**config.mk**
```make
export PLATFORM = sky130hd
export DESIGN_NAME = gpl_port_bank_mapper
export DESIGN_NICKNAME = d
export VERILOG_FILES = /design/src/design/gpbm_pkg.sv /design/src/design/gpl_port_bank_mapper.sv
export SDC_FILE = /design/constraint.sdc
export NUM_CORES = 1
export LEC_CHECK = 0
export ABC_AREA = 1
export BUFFER_PORTS_ARGS = -buffer_cell sky130_fd_sc_hd__clkbuf_2
export CAP_MARGIN = 20
export CORE_ASPECT_RATIO = 1.1
export CORE_MARGIN = 2
export CORE_UTILIZATION = 60
export CTS_BUF_LIST = sky130_fd_sc_hd__clkbuf_4
export DETAILED_ROUTE_END_ITERATION = 6
export GPL_TIMING_DRIVEN = 0
export PLACE_DENSITY = 0.86
export SLEW_MARGIN = 20
export SYNTH_ARGS = -nofsm -noshare
export SYNTH_HDL_FRONTEND = slang
export SYNTH_SLANG_ARGS = --single-unit
export TNS_END_PERCENT = 100
```
**constraint.sdc**
```tcl
create_clock -name clk_i -period 4 [get_ports clk_i]
set_input_delay 0.8 -clock clk_i [delete_from_list [all_inputs] [get_ports clk_i]]
set_output_delay 0.8 -clock clk_i [all_outputs]
set_load 0.005 [all_outputs]
```
**src/design/gpbm_pkg.sv**
```systemverilog
`timescale 1ns / 1ps

package gpbm_pkg;

  typedef enum logic [1:0] {
    OP_READ  = 2'd0,
    OP_WRITE = 2'd1,
    OP_CTRL  = 2'd2
  } opcode_e;

  typedef enum logic [1:0] {
    ACT_NONE   = 2'd0,
    ACT_READ   = 2'd1,
    ACT_WRITE  = 2'd2,
    ACT_DIRECT = 2'd3
  } action_e;

  typedef enum logic [2:0] {
    TGT_GRAM  = 3'd0,
    TGT_CRAM  = 3'd1,
    TGT_DSR   = 3'd2,
    TGT_GROMA = 3'd3,
    TGT_GROMB = 3'd4,
    TGT_ROM6  = 3'd5
  } target_e;

  // control flag positions
  localparam logic [3:0] F_DSR   = 4'd0;
  localparam logic [3:0] F_GRAM  = 4'd1;
  localparam logic [3:0] F_BANK  = 4'd2;
  localparam logic [3:0] F_CARD  = 4'd3;
  localparam logic [3:0] F_WRITE = 4'd4;
  localparam logic [3:0] F_LED   = 4'd6;
  localparam logic [3:0] F_FREE  = 4'd7;
  localparam logic [3:0] F_MBX   = 4'd8;
  localparam logic [3:0] F_RAM   = 4'd9;

  localparam logic [9:0] FLAGS_RESET = 10'b00_0000_1100;

  // control bit numbers
  localparam logic [3:0] CBIT_PAGE_LO = 4'd3;
  localparam logic [3:0] CBIT_PAGE_HI = 4'd8;
  localparam logic [3:0] CBIT_FREE    = 4'd13;
  localparam logic [3:0] CBIT_SKIP    = 4'd6;

  // address windows
  localparam logic [7:0]  CTL_BASE     = 8'h1B;
  localparam logic [5:0]  WIN_DSR      = 6'b111010;  // 0x74000 / 0x7e000
  localparam logic [5:0]  WIN_CART     = 6'b111011;  // 0x76000 / 0x7e000
  localparam logic [8:0]  WIN_GROM_RD  = 9'h1E6;     // 0x79800 / 0x7fc01
  localparam logic [8:0]  WIN_GROM_WR  = 9'h1E7;     // 0x79c00 / 0x7fc01
  localparam logic [15:0] MBX_BANK_REG = 16'h6FFE;
  localparam logic [5:0]  MBX_RAM_WIN  = 6'b011011;  // 0x6c00 / 0xfc00

  // port numbers
  localparam logic [7:0] PORT_GRAM_END  = 8'd2;
  localparam logic [7:0] PORT_GROMA_END = 8'd8;
  localparam logic [7:0] PORT_GROMB_END = 8'd16;
  localparam logic [7:0] PORT_DSR_END   = 8'd24;
  localparam logic [7:0] PORT_ROM6_END  = 8'd32;
  localparam logic [7:0] PORT_GRAM2_LO  = 8'd32;
  localparam logic [7:0] PORT_GRAM2_HI  = 8'd33;
  localparam logic [7:0] PORT_CRAM_LO   = 8'd48;
  localparam logic [7:0] PORT_CRAM_HI   = 8'd49;

endpackage

```
**src/design/gpl_port_bank_mapper.sv**
```systemverilog
`timescale 1ns / 1ps

// a result is presented on the output register in the cycle after its item is accepted
// throughput: one item per cycle; decode and counter update sit between input and result regs
// a waiting result does not block input as long as the consumer takes it in the same cycle
// reset (rst_ni low, async): address counter, byte toggles, port, bank and page cleared,
// control flags back to bank and card enable, flash mode off, output register empty
module gpl_port_bank_mapper (
  input  logic        clk_i,
  input  logic        rst_ni,
  // configuration
  input  logic        cfg_we_i,
  input  logic        cfg_wdata_i,
  // bus access items
  input  logic        in_valid_i,
  output logic        in_ready_o,
  input  logic [1:0]  opcode_i,
  input  logic [18:0] address_i,
  input  logic [7:0]  write_data_i,
  // decoded results
  output logic        out_valid_o,
  input  logic        out_ready_i,
  output logic [1:0]  action_o,
  output logic [2:0]  target_o,
  output logic [18:0] mem_address_o,
  output logic [7:0]  mem_write_data_o,
  output logic [7:0]  direct_read_data_o,
  output logic        led_lit_o
);

  // architectural state
  logic        flash_mode_q;
  logic [15:0] gpl_q, gpl_d;
  logic        rd_low_q, rd_low_d;
  logic        wr_low_q, wr_low_d;
  logic [7:0]  port_q, port_d;
  logic [1:0]  bank_q, bank_d;
  logic [5:0]  page_q, page_d;
  logic [9:0]  flags_q, flags_d;

  // output register
  logic        out_valid_q;
  logic [1:0]  action_q;
  logic [2:0]  target_q;
  logic [18:0] maddr_q;
  logic [7:0]  mwdata_q;
  logic [7:0]  rdata_q;
  logic        led_q;

  logic        in_fire;

  // result of this item
  gpbm_pkg::action_e act;
  gpbm_pkg::target_e tgt;
  logic [18:0] maddr;
  logic [7:0]  mwdata;
  logic [7:0]  rdata;

  // decode helpers
  logic [15:0] off;
  logic [7:0]  gport;       // port selected by a GROM window access
  logic        win_dsr, win_cart, win_grom_rd, win_grom_wr;
  logic        gd_block;    // flash mode hides bank A on reads
  logic        gd_hit;
  gpbm_pkg::target_e gd_tgt;
  logic [18:0] gd_addr;
  logic        cr_hit;
  logic [18:0] cr_addr;
  logic [18:0] rom6_addr;
  logic [15:0] gpl_inc;
  logic [3:0]  cbit;
  logic [3:0]  fbit;

  // one slot of output buffering; refills in the cycle it drains
  assign in_ready_o = !out_valid_q || out_ready_i;
  assign in_fire    = in_valid_i && in_ready_o;

  assign off         = address_i[15:0];
  assign gport       = address_i[9:2];
  assign win_dsr     = address_i[18:13] == gpbm_pkg::WIN_DSR;
  assign win_cart    = address_i[18:13] == gpbm_pkg::WIN_CART;
  assign win_grom_rd = (address_i[18:10] == gpbm_pkg::WIN_GROM_RD) && !address_i[0];
  assign win_grom_wr = (address_i[18:10] == gpbm_pkg::WIN_GROM_WR) && !address_i[0];
  assign gpl_inc     = gpl_q + 16'd1;
  assign cbit        = address_i[4:1];
  assign fbit        = (cbit < gpbm_pkg::CBIT_PAGE_LO) ? cbit : cbit - gpbm_pkg::CBIT_SKIP;

  assign gd_block = (opcode_i == gpbm_pkg::OP_READ) && flash_mode_q;

  // GROM data port decode; every flash/GRAM target takes the low three port bits as 64K page
  always_comb begin
    gd_hit  = 1'b1;
    gd_tgt  = gpbm_pkg::TGT_GRAM;
    gd_addr = {gport[2:0], gpl_q};
    priority if (gport < gpbm_pkg::PORT_GRAM_END && flags_q[gpbm_pkg::F_GRAM]) begin
      gd_tgt = gpbm_pkg::TGT_GRAM;
    end else if (gport < gpbm_pkg::PORT_GROMA_END) begin
      gd_tgt = gpbm_pkg::TGT_GROMA;
      gd_hit = !gd_block;
    end else if (gport < gpbm_pkg::PORT_GROMB_END) begin
      gd_tgt = gpbm_pkg::TGT_GROMB;
    end else if (gport < gpbm_pkg::PORT_DSR_END) begin
      gd_tgt = gpbm_pkg::TGT_DSR;
    end else if (gport < gpbm_pkg::PORT_ROM6_END) begin
      gd_tgt = gpbm_pkg::TGT_ROM6;
    end else if (gport == gpbm_pkg::PORT_GRAM2_LO || gport == gpbm_pkg::PORT_GRAM2_HI) begin
      gd_tgt = gpbm_pkg::TGT_GRAM;
    end else if (gport == gpbm_pkg::PORT_CRAM_LO || gport == gpbm_pkg::PORT_CRAM_HI) begin
      gd_tgt  = gpbm_pkg::TGT_CRAM;
      gd_addr = {3'b000, gpl_q};
    end else begin
      gd_hit = 1'b0;
    end
  end

  // cartridge RAM decode through the current port: 8K bank, 32K half by port bit 0
  always_comb begin
    cr_addr = {3'b000, port_q[0], bank_q, off[12:0]};
    cr_hit  = (port_q < gpbm_pkg::PORT_GRAM_END && flags_q[gpbm_pkg::F_RAM])
           || port_q == gpbm_pkg::PORT_GRAM2_LO || port_q == gpbm_pkg::PORT_GRAM2_HI;
  end

  // flash ports map cartridge space into ROM6 flash, 32K per port
  assign rom6_addr = {port_q[3:0], bank_q, off[12:0]};

  // main decode and state update
  always_comb begin
    gpl_d    = gpl_q;
    rd_low_d = rd_low_q;
    wr_low_d = wr_low_q;
    port_d   = port_q;
    bank_d   = bank_q;
    page_d   = page_q;
    flags_d  = flags_q;
    act      = gpbm_pkg::ACT_NONE;
    tgt      = gpbm_pkg::TGT_GRAM;
    maddr    = '0;
    mwdata   = '0;
    rdata    = '0;

    unique case (opcode_i)
      gpbm_pkg::OP_READ: begin
        if (win_dsr) begin
          if (flags_q[gpbm_pkg::F_DSR]) begin
            act   = gpbm_pkg::ACT_READ;
            tgt   = gpbm_pkg::TGT_DSR;
            maddr = {page_q, off[12:0]};
          end
        end else if (win_cart) begin
          if (flags_q[gpbm_pkg::F_CARD] && !flash_mode_q) begin
            if (cr_hit) begin
              act   = gpbm_pkg::ACT_READ;
              tgt   = gpbm_pkg::TGT_CRAM;
              maddr = cr_addr;
            end else if (port_q < gpbm_pkg::PORT_GROMB_END) begin
              act   = gpbm_pkg::ACT_READ;
              tgt   = gpbm_pkg::TGT_ROM6;
              maddr = rom6_addr;
            end
          end
        end else if (win_grom_rd) begin
          port_d = gport;
          if (off[1]) begin
            // address read-back: high byte first, of counter plus one
            wr_low_d = 1'b0;
            act      = gpbm_pkg::ACT_DIRECT;
            if (rd_low_q) begin
              rdata    = gpl_inc[7:0];
              rd_low_d = 1'b0;
            end else begin
              rdata    = gpl_inc[15:8];
              rd_low_d = 1'b1;
            end
          end else begin
            // data read: counter advances even with nothing behind the port
            gpl_d    = gpl_inc;
            rd_low_d = 1'b0;
            wr_low_d = 1'b0;
            if (flags_q[gpbm_pkg::F_CARD] && gd_hit) begin
              act   = gpbm_pkg::ACT_READ;
              tgt   = gd_tgt;
              maddr = gd_addr;
            end
          end
        end
      end

      gpbm_pkg::OP_WRITE: begin
        if (win_cart) begin
          if (flags_q[gpbm_pkg::F_CARD] && !flash_mode_q) begin
            priority if (flags_q[gpbm_pkg::F_BANK]) begin
              bank_d = off[2:1];
            end else if (flags_q[gpbm_pkg::F_MBX] && off == gpbm_pkg::MBX_BANK_REG) begin
              bank_d = write_data_i[1:0];
            end else if (flags_q[gpbm_pkg::F_WRITE] || (flags_q[gpbm_pkg::F_MBX]
                         && off[15:10] == gpbm_pkg::MBX_RAM_WIN)) begin
              if (cr_hit) begin
                act    = gpbm_pkg::ACT_WRITE;
                tgt    = gpbm_pkg::TGT_CRAM;
                maddr  = cr_addr;
                mwdata = write_data_i;
              end
            end else begin
              // cartridge flash writes are not handled
            end
          end
        end else if (win_grom_wr) begin
          port_d = gport;
          if (off[1]) begin
            // address load: high byte, then low byte
            rd_low_d = 1'b0;
            if (wr_low_q) begin
              gpl_d    = {gpl_q[15:8], write_data_i};
              wr_low_d = 1'b0;
            end else begin
              gpl_d    = {write_data_i, gpl_q[7:0]};
              wr_low_d = 1'b1;
            end
          end else begin
            gpl_d    = gpl_inc;
            rd_low_d = 1'b0;
            wr_low_d = 1'b0;
            if (flags_q[gpbm_pkg::F_CARD] && flags_q[gpbm_pkg::F_WRITE] && gd_hit) begin
              act    = gpbm_pkg::ACT_WRITE;
              tgt    = gd_tgt;
              maddr  = gd_addr;
              mwdata = write_data_i;
            end
          end
        end
      end

      gpbm_pkg::OP_CTRL: begin
        if (off[15:8] == gpbm_pkg::CTL_BASE) begin
          if (cbit >= gpbm_pkg::CBIT_PAGE_LO && cbit <= gpbm_pkg::CBIT_PAGE_HI) begin
            page_d[3'(cbit - gpbm_pkg::CBIT_PAGE_LO)] = write_data_i[0];
          end else if (cbit != gpbm_pkg::CBIT_FREE) begin
            flags_d[fbit] = write_data_i[0];
          end
        end
      end

      default: begin
        // undefined opcode: no effect
      end
    endcase
  end

  // configuration register
  always_ff @(posedge clk_i or negedge rst_ni) begin
    if (!rst_ni) begin
      flash_mode_q <= 1'b0;
    end else if (cfg_we_i) begin
      flash_mode_q <= cfg_wdata_i;
    end
  end

  // state registers
  always_ff @(posedge clk_i or negedge rst_ni) begin
    if (!rst_ni) begin
      gpl_q    <= '0;
      rd_low_q <= 1'b0;
      wr_low_q <= 1'b0;
      port_q   <= '0;
      bank_q   <= '0;
      page_q   <= '0;
      flags_q  <= gpbm_pkg::FLAGS_RESET;
    end else if (in_fire) begin
      gpl_q    <= gpl_d;
      rd_low_q <= rd_low_d;
      wr_low_q <= wr_low_d;
      port_q   <= port_d;
      bank_q   <= bank_d;
      page_q   <= page_d;
      flags_q  <= flags_d;
    end
  end

  // output valid
  always_ff @(posedge clk_i or negedge rst_ni) begin
    if (!rst_ni) begin
      out_valid_q <= 1'b0;
    end else if (in_ready_o) begin
      out_valid_q <= in_valid_i;
    end
  end

  // output payload, loaded with each accepted item
  always_ff @(posedge clk_i) begin
    if (in_fire) begin
      action_q <= act;
      target_q <= tgt;
      maddr_q  <= maddr;
      mwdata_q <= mwdata;
      rdata_q  <= rdata;
      led_q    <= flags_d[gpbm_pkg::F_LED];
    end
  end

  assign out_valid_o        = out_valid_q;
  assign action_o           = action_q;
  assign target_o           = target_q;
  assign mem_address_o      = maddr_q;
  assign mem_write_data_o   = mwdata_q;
  assign direct_read_data_o = rdata_q;
  assign led_lit_o          = led_q;

`ifndef NO_ASSERTIONS
  // every accepted item leaves a result behind
  a_fire_gives_result: assert property (@(posedge clk_i) disable iff (!rst_ni)
    in_fire |=> out_valid_q)
    else $error("accepted item produced no result");

  // target and address only carry meaning with a memory request
  a_idle_fields_zero: assert property (@(posedge clk_i) disable iff (!rst_ni)
    out_valid_q && action_q != gpbm_pkg::ACT_READ && action_q != gpbm_pkg::ACT_WRITE
    |-> target_q == gpbm_pkg::TGT_GRAM && maddr_q == '0)
    else $error("target or address set without memory request");

  // read-back byte only with a direct read
  a_rdata_only_direct: assert property (@(posedge clk_i) disable iff (!rst_ni)
    out_valid_q && action_q != gpbm_pkg::ACT_DIRECT |-> rdata_q == '0)
    else $error("read-back data outside direct read");

  // an address read-back does not move the counter
  a_readback_keeps_addr: assert property (@(posedge clk_i) disable iff (!rst_ni)
    in_fire && opcode_i == gpbm_pkg::OP_READ && win_grom_rd && off[1] |=> $stable(gpl_q))
    else $error("address counter moved on read-back");

  // the free control bit never gets set
  a_free_flag_clear: assert property (@(posedge clk_i) disable iff (!rst_ni)
    !flags_q[gpbm_pkg::F_FREE])
    else $error("free control flag set");
`endif

endmodule

```
After elaboration in Yosys (flattened, before gate mapping). Cells that the tools add are included.

Logic and storage cells: 229. Output and inout port bits: 43. Register bits after elaboration: 87.

$lt $le $gt $ge: 14. Reductions and logical operators: 35. Equality and inequality tests: 24. Muxes and demuxes: 132. Bitwise operators: 4. $add $sub $neg: 3.

Operators by type and width (count): 19-bit two-way mux (20); 16-bit two-way mux (13); 8-bit two-way mux (15); 3-bit two-way mux (17); 8-bit by 6-bit == test with 1-bit output, second input constant (6); 19-bit case mux with 2 select lines (1); 1-bit two-way mux (35); 2-bit two-way mux (16); 16-bit case mux with 2 select lines (1); 7-bit two-way mux (4); 8-bit by 5-bit less-than comparator with 1-bit output, second input constant (3); 9-bit == test, second input constant (2); 9-bit AND reduction (2); 16-bit by 1-bit adder with 16-bit output, second input constant (1); 16-bit by 15-bit == test with 1-bit output, second input constant (1); 8-bit by 2-bit less-than comparator with 1-bit output, second input constant (2); 8-bit case mux with 2 select lines (1); 1-bit logical AND (15); 6-bit == test, second input constant (2); 2-bit != test, second input constant (6); 10-bit bitwise mux (1); 5-bit AND reduction (2); 8-bit by 5-bit == test with 1-bit output, second input constant (1); 8-bit by 4-bit less-than comparator with 1-bit output, second input constant (1); 30 further kinds (44).

Longest topological paths before layout.
Depth in word-level cells: 16. Depth in mapped cells: 16.

Worst setup path after synthesis. No wires, ideal clock.

Path type: in2reg. Start: input port out_ready_i. End: register gpl_q[7]. Path slack: 1.396 ns. Cell stages on the path: 8. Buffers on the path: 1. Arrival time: 2.484 ns. Path through: inv_1 -> nand2_1 -> nand2_1 -> inv_1 -> nand3_2 -> buf_6 -> nand2_1 -> o21ai_1.

Cells in the longest elaborated chain, start to end: 3.

Ends and longest elaborated chain: start: declaration (RTL line gpl_port_bank_mapper.sv:22) `input logic out_ready_i,`; 1-bit logical OR (RTL line gpl_port_bank_mapper.sv:75) `assign in_ready_o = !out_valid_q || out_ready_i;`; via in_ready_o (RTL line gpl_port_bank_mapper.sv:16) `output logic in_ready_o,`; 1-bit logical AND (RTL line gpl_port_bank_mapper.sv:76) `assign in_fire = in_valid_i && in_ready_o;`; via in_fire (RTL line gpl_port_bank_mapper.sv:50) `logic in_fire;`; 9-bit AND reduction (no source line); end signal: assignment (RTL line gpl_port_bank_mapper.sv:269) `gpl_q <= gpl_d;`; end: declaration (RTL line gpl_port_bank_mapper.sv:33) `logic [15:0] gpl_q, gpl_d;`.

The timed path passes the listed nets, and every way through them passes these cells. A chain may end at the register's enable or synchronous reset.

Worst setup path in the final report.
Start: input port address_i[3]. End: register target_q[0], in the netlist target_o[0], data pin.

Cells in the longest elaborated chain, start to end: 16.

Ends and longest elaborated chain: start: declaration (RTL line gpl_port_bank_mapper.sv:18) `input logic [18:0] address_i,`; 8-bit by 6-bit == test with 1-bit output (RTL line gpl_port_bank_mapper.sv:108) `end else if (gport == gpbm_pkg::PORT_CRAM_LO || gport == gpbm_pkg::PORT_CRAM_HI) begin`; 1-bit logical OR (RTL line gpl_port_bank_mapper.sv:108); 1-bit two-way mux (RTL line gpl_port_bank_mapper.sv:108); 1-bit two-way mux (RTL line gpl_port_bank_mapper.sv:106) `end else if (gport == gpbm_pkg::PORT_GRAM2_LO || gport == gpbm_pkg::PORT_GRAM2_HI) begin`; 1-bit two-way mux (RTL line gpl_port_bank_mapper.sv:104) `end else if (gport < gpbm_pkg::PORT_ROM6_END) begin`; 1-bit two-way mux (RTL line gpl_port_bank_mapper.sv:102) `end else if (gport < gpbm_pkg::PORT_DSR_END) begin`; 1-bit two-way mux (RTL line gpl_port_bank_mapper.sv:100) `end else if (gport < gpbm_pkg::PORT_GROMB_END) begin`; 1-bit two-way mux (RTL line gpl_port_bank_mapper.sv:97) `end else if (gport < gpbm_pkg::PORT_GROMA_END) begin`; 1-bit two-way mux (RTL line gpl_port_bank_mapper.sv:95) `priority if (gport < gpbm_pkg::PORT_GRAM_END && flags_q[gpbm_pkg::F_GRAM]) begin`; 1-bit logical AND (RTL line gpl_port_bank_mapper.sv:179) `if (flags_q[gpbm_pkg::F_CARD] && gd_hit) begin`; 3-bit two-way mux (RTL line gpl_port_bank_mapper.sv:179); 3-bit two-way mux (RTL line gpl_port_bank_mapper.sv:163) `if (off[1]) begin`; 3-bit two-way mux (RTL line gpl_port_bank_mapper.sv:161) `end else if (win_grom_rd) begin`; 3-bit two-way mux (RTL line gpl_port_bank_mapper.sv:149) `end else if (win_cart) begin`; 3-bit two-way mux (RTL line gpl_port_bank_mapper.sv:143) `if (win_dsr) begin`; 3-bit case mux with 2 select lines * (RTL line gpl_port_bank_mapper.sv:141) `unique case (opcode_i)`; end signal: assignment (RTL line gpl_port_bank_mapper.sv:292) `target_q <= tgt;`; end: declaration (RTL line gpl_port_bank_mapper.sv:44) `logic [2:0] target_q;`.

Mark *: on every way between the ends. The rest lies on a longest branch, timed or not.

==> impl_metrics.sql <==
INSERT INTO impl_metrics (metric_group, metric, value, unit) VALUES
('logic_synthesis', 'synth.yosys.seq_area_share', '0.430', ''),
('critical_path', 'critical_path_peak_fanout', '10', ''),
('logic_synthesis', 'synth-edff-count', '41', ''),
('clock_network', 'clock_tree.htree_level_count', '3', ''),
('cells_and_area', 'design.final.nets', '863', ''),
('cells_and_area', 'num_antenna_cells', '0', ''),
('routing', 'routed_via_density', '5.97', ''),
('power', 'irDropWorstVdd', '307', 'uV'),
('logic_synthesis', 'synth.yosys.warnings', '0', ''),
('logic_synthesis', 'synthSimpleGateAreaFrac', '0.280', ''),
('sta', 'timing_worst_slew_pin_value', '0.683', 'ns'),
('sta', 'hold_viol_final', '0', ''),
('logic_synthesis', 'synth_top_cell_area_share', '0.227', ''),
('clock_network', 'cts.sinks', '85', ''),
('routing', 'number_of_design_rule_violations_left_by_the_first_detailed_router_iteration', '876', ''),
('critical_path', 'critPathCaptureType', 'flip-flop', ''),
('sta', 'rsz0062_at_grt', 'false', ''),
('logic_synthesis', 'async_reset_ff_frac', '0.518', ''),
('sta', 'final-setup-viol-count', '0', ''),
('critical_path', 'path_class', 'in -> reg', ''),
('logic_synthesis', 'synth_compound_area_frac', '0.155', ''),
('flow_run', 'max_cap_viol_count', '0', ''),
('power', 'power.total', '2260', 'uW'),
('logic_synthesis', 'synth_nets', '775', ''),
('sta', 'max_freq', '0.379', 'GHz'),
('clock_network', 'cts_buffers', '9', ''),
('place', 'placed_cells', '925', ''),
('critical_path', 'critical_path.reg2reg.endpoint', 'target_o[0]$_SDFFCE_PN0P_', ''),
('routing', 'ant_nets', '0', ''),
('min_path', 'worstHoldPathType', 'in -> async', ''),
('status', 'outcome', 'complete, but fails checks', ''),
('floorplan', 'core_area', '8830', 'sq um'),
('logic_synthesis', 'synth_top_family_by_area', 'simple AND/OR/NAND/NOR gates', ''),
('logic_synthesis', 'yosys.area.top_type', 'edfxtp_1', ''),
('critical_path', 'r2r-start', 'port_q[6]$_DFFE_PN0P_', ''),
('floorplan', 'total_die_area', '9830', 'sq um'),
('routing', 'routed_wirelength_normalized_by_instance_count', '18.3', 'um'),
('cells_and_area', 'final_cell_mix', 'nand2_1 (181), inv_1 (99), nor2_1 (80), clkbuf_2 (76), o21ai_0 (74)', ''),
('clock_network', 'worstSkewPairLatency', '0.47', 'ns'),
('routing', 'drc', '2', ''),
('logic_synthesis', 'xor_xnor_portion_of_the_synthesized_cell_area', '0.0226', ''),
('place', 'routabilityCongestion', '0.996', ''),
('critical_path', 'reg2reg_setup_slack', '1.69', 'ns'),
('clock_network', 'clock_tree_from_tritoncts', 'yes', ''),
('logic_synthesis', 'synthFlopType', 'dfrtp_1', ''),
('routing', 'drt_wl_total', '17200', 'um'),
('logic_synthesis', 'syn_area', '5430', 'sq um'),
('critical_path', 'arrival', '2.95', 'ns'),
('place', 'place_hpwl', '13200', 'um'),
('sta', 'fin_skew', '0.0200', 'ns'),
('power', 'powerDensity', '369', 'nW/um^2'),
('clock_network', 'hold_buffers', '0', ''),
('logic_synthesis', 'synth_top_cells_by_area', 'edfxtp_1 (23%), dfrtp_1 (19%), nand2_1 (13%), inv_1 (6.9%), o21ai_0 (6.8%)', ''),
('cells_and_area', 'layoutNonFillerInstCount', '941', ''),
('clock_network', 'path_clk_slew', '0.13', 'ns'),
('sta', 'relSlewSlack', '0.544', ''),
('sta', 'totalNegativeSetupSlack', '0', 'ns'),
('floorplan', 'core.rowCount', '36', ''),
('status', 'violated_checks', 'design-rule violations', ''),
('floorplan', 'die_width', '94.7', 'um'),
('routing', 'drt-pass1-iter-count', '7', ''),
('floorplan', 'io-pin-count', '78', ''),
('floorplan', 'initial_utilization', '0.615', ''),
('cells_and_area', 'post_route_cells_drive_above_1_share', '0.162', ''),
('critical_path', 'critPathLaunchType', 'input pin', ''),
('logic_synthesis', 'synthesis.instances', '734', ''),
('sta', 'final_max_slew_viol_count', '0', ''),
('clock_network', 'ctsRootBufferMaster', 'clkbuf_4', ''),
('clock_network', 'cts_post_setup_buffers_inserted', '0', ''),
('grt', 'grt_usage', '0.361', ''),
('clock_network', 'cts_resized', '0', '');
## how the worst max path moves through the flow
| stage | start | to | slack (ns) | cells past startpoint |
|---|---|---|---|---|
| detailed placement | address_i[2] | target_o[0]$_SDFFCE_PN0P_ | 0.97 | 15 |
| floorplan | out_ready_i | gpl_q[7]$_DFFE_PN0P_ | 1.40 | 8 |
| global placement | out_ready_i | gpl_q[0]$_DFFE_PN0P_ | 0.66 | 8 |
| finish | address_i[3] | target_o[0]$_SDFFCE_PN0P_ | 1.36 | 15 |
| global route | address_i[2] | target_o[0]$_SDFFCE_PN0P_ | 1.29 | 15 |
| CTS | address_i[2] | target_o[0]$_SDFFCE_PN0P_ | 1.45 | 15 |
## kinds of logic (layout without fill, tap and decap cells)
| logic type | Yosys count | in the layout |
|---|---|---|
| compound gates | 153 | 153 |
| flops | 85 | 85 |
| buf+inv | 129 | 222 |
| simple gates | 346 | 346 |
| fa+ha+maj | 6 | 6 |
| mux | 1 | 1 |
| xor+xnor | 14 | 14 |
## layer usage
metal	up-vias	routed length [um]	track usage
met5	-	0	0
met4	0	831	0.178
met3	69	1850	0.0618
met2	382	7630	0.534
met1	2573	6940	0.512
li1	2598	-	-
## report_power, final
part / internal, uW / switching, uW
sequential: 1010 / 102
combinational: 186 / 394
clock: 254 / 308
## final cells by class
cell class	instances	area, sq um
Timing Repair Buffer	77	403
Fill cell	784	2700
Buffer	23	126
Clock buffer	10	75.1
Clock inverter	6	77.6
Sequential cell	85	2330
Inverter	106	398
Multi-Input combinational cell	520	2570
Tap cell	114	143
## stage by stage
| stage | setup slack (ns) | instance area [sq um] | hold slack [ns] |
|---|---|---|---|
| floorplan | 1.40 | 5430 | 0.453 |
| global placement | 0.662 | 5950 | 0.469 |
| detailed placement | 0.966 | 5970 | 0.476 |
| CTS | 1.45 | 6130 | 0.378 |
| global route | 1.29 | 6130 | 0.407 |
| finish | 1.36 | 6130 | 0.373 |
## registers in the layout (all words and copies together) (netlist names)
register / count
bank_q: 2
gpl_q: 16
target_o: 3
direct_read_data_o: 8
led_lit_o: 1
flags_q: 8
mem_write_data_o: 8
wr_low_q: 1
rd_low_q: 1
flash_mode_q: 1
action_o: 2
page_q: 6
mem_address_o: 19
port_q: 8
out_valid_o: 1
## worst max-delay path, stage by stage
cell	delay, ns
clkbuf_2	0.15
inv_1	0.31
ha_1	0.22
inv_1	0.06
nand2_1	0.05
nand2_1	0.08
nor2_2	0.15
nor2_1	0.06
nand2_1	0.06
nand2_1	0.05
nand2_1	0.14
nand3_1	0.16
nand2_2	0.19
nand2_2	0.24
a21oi_1	0.22
## synthesized netlist by cell type, types with 2 or more instances
library cell / instances
dfrtp_1: 42
edfxtp_1: 41
inv_2: 6
xnor2_1: 3
buf_6: 3
o211ai_1: 3
o21ai_1: 9
inv_1: 100
nor3_1: 12
o21ai_0: 74
buf_4: 2
nor2_1: 80
a21oi_1: 25
nand3_2: 3
a31oi_1: 22
nand2_2: 4
o22ai_1: 9
dfstp_2: 2
clkbuf_1: 10
a211oi_1: 3
nand4_1: 11
nand3_1: 36
nor2_4: 3
nor4_1: 2
a22oi_1: 7
ha_1: 6
nor2_2: 6
nor3_4: 2
xor2_1: 11
nand2_1: 181
buf_2: 7
No activity file was read; power rests on OpenSTA's default activity.
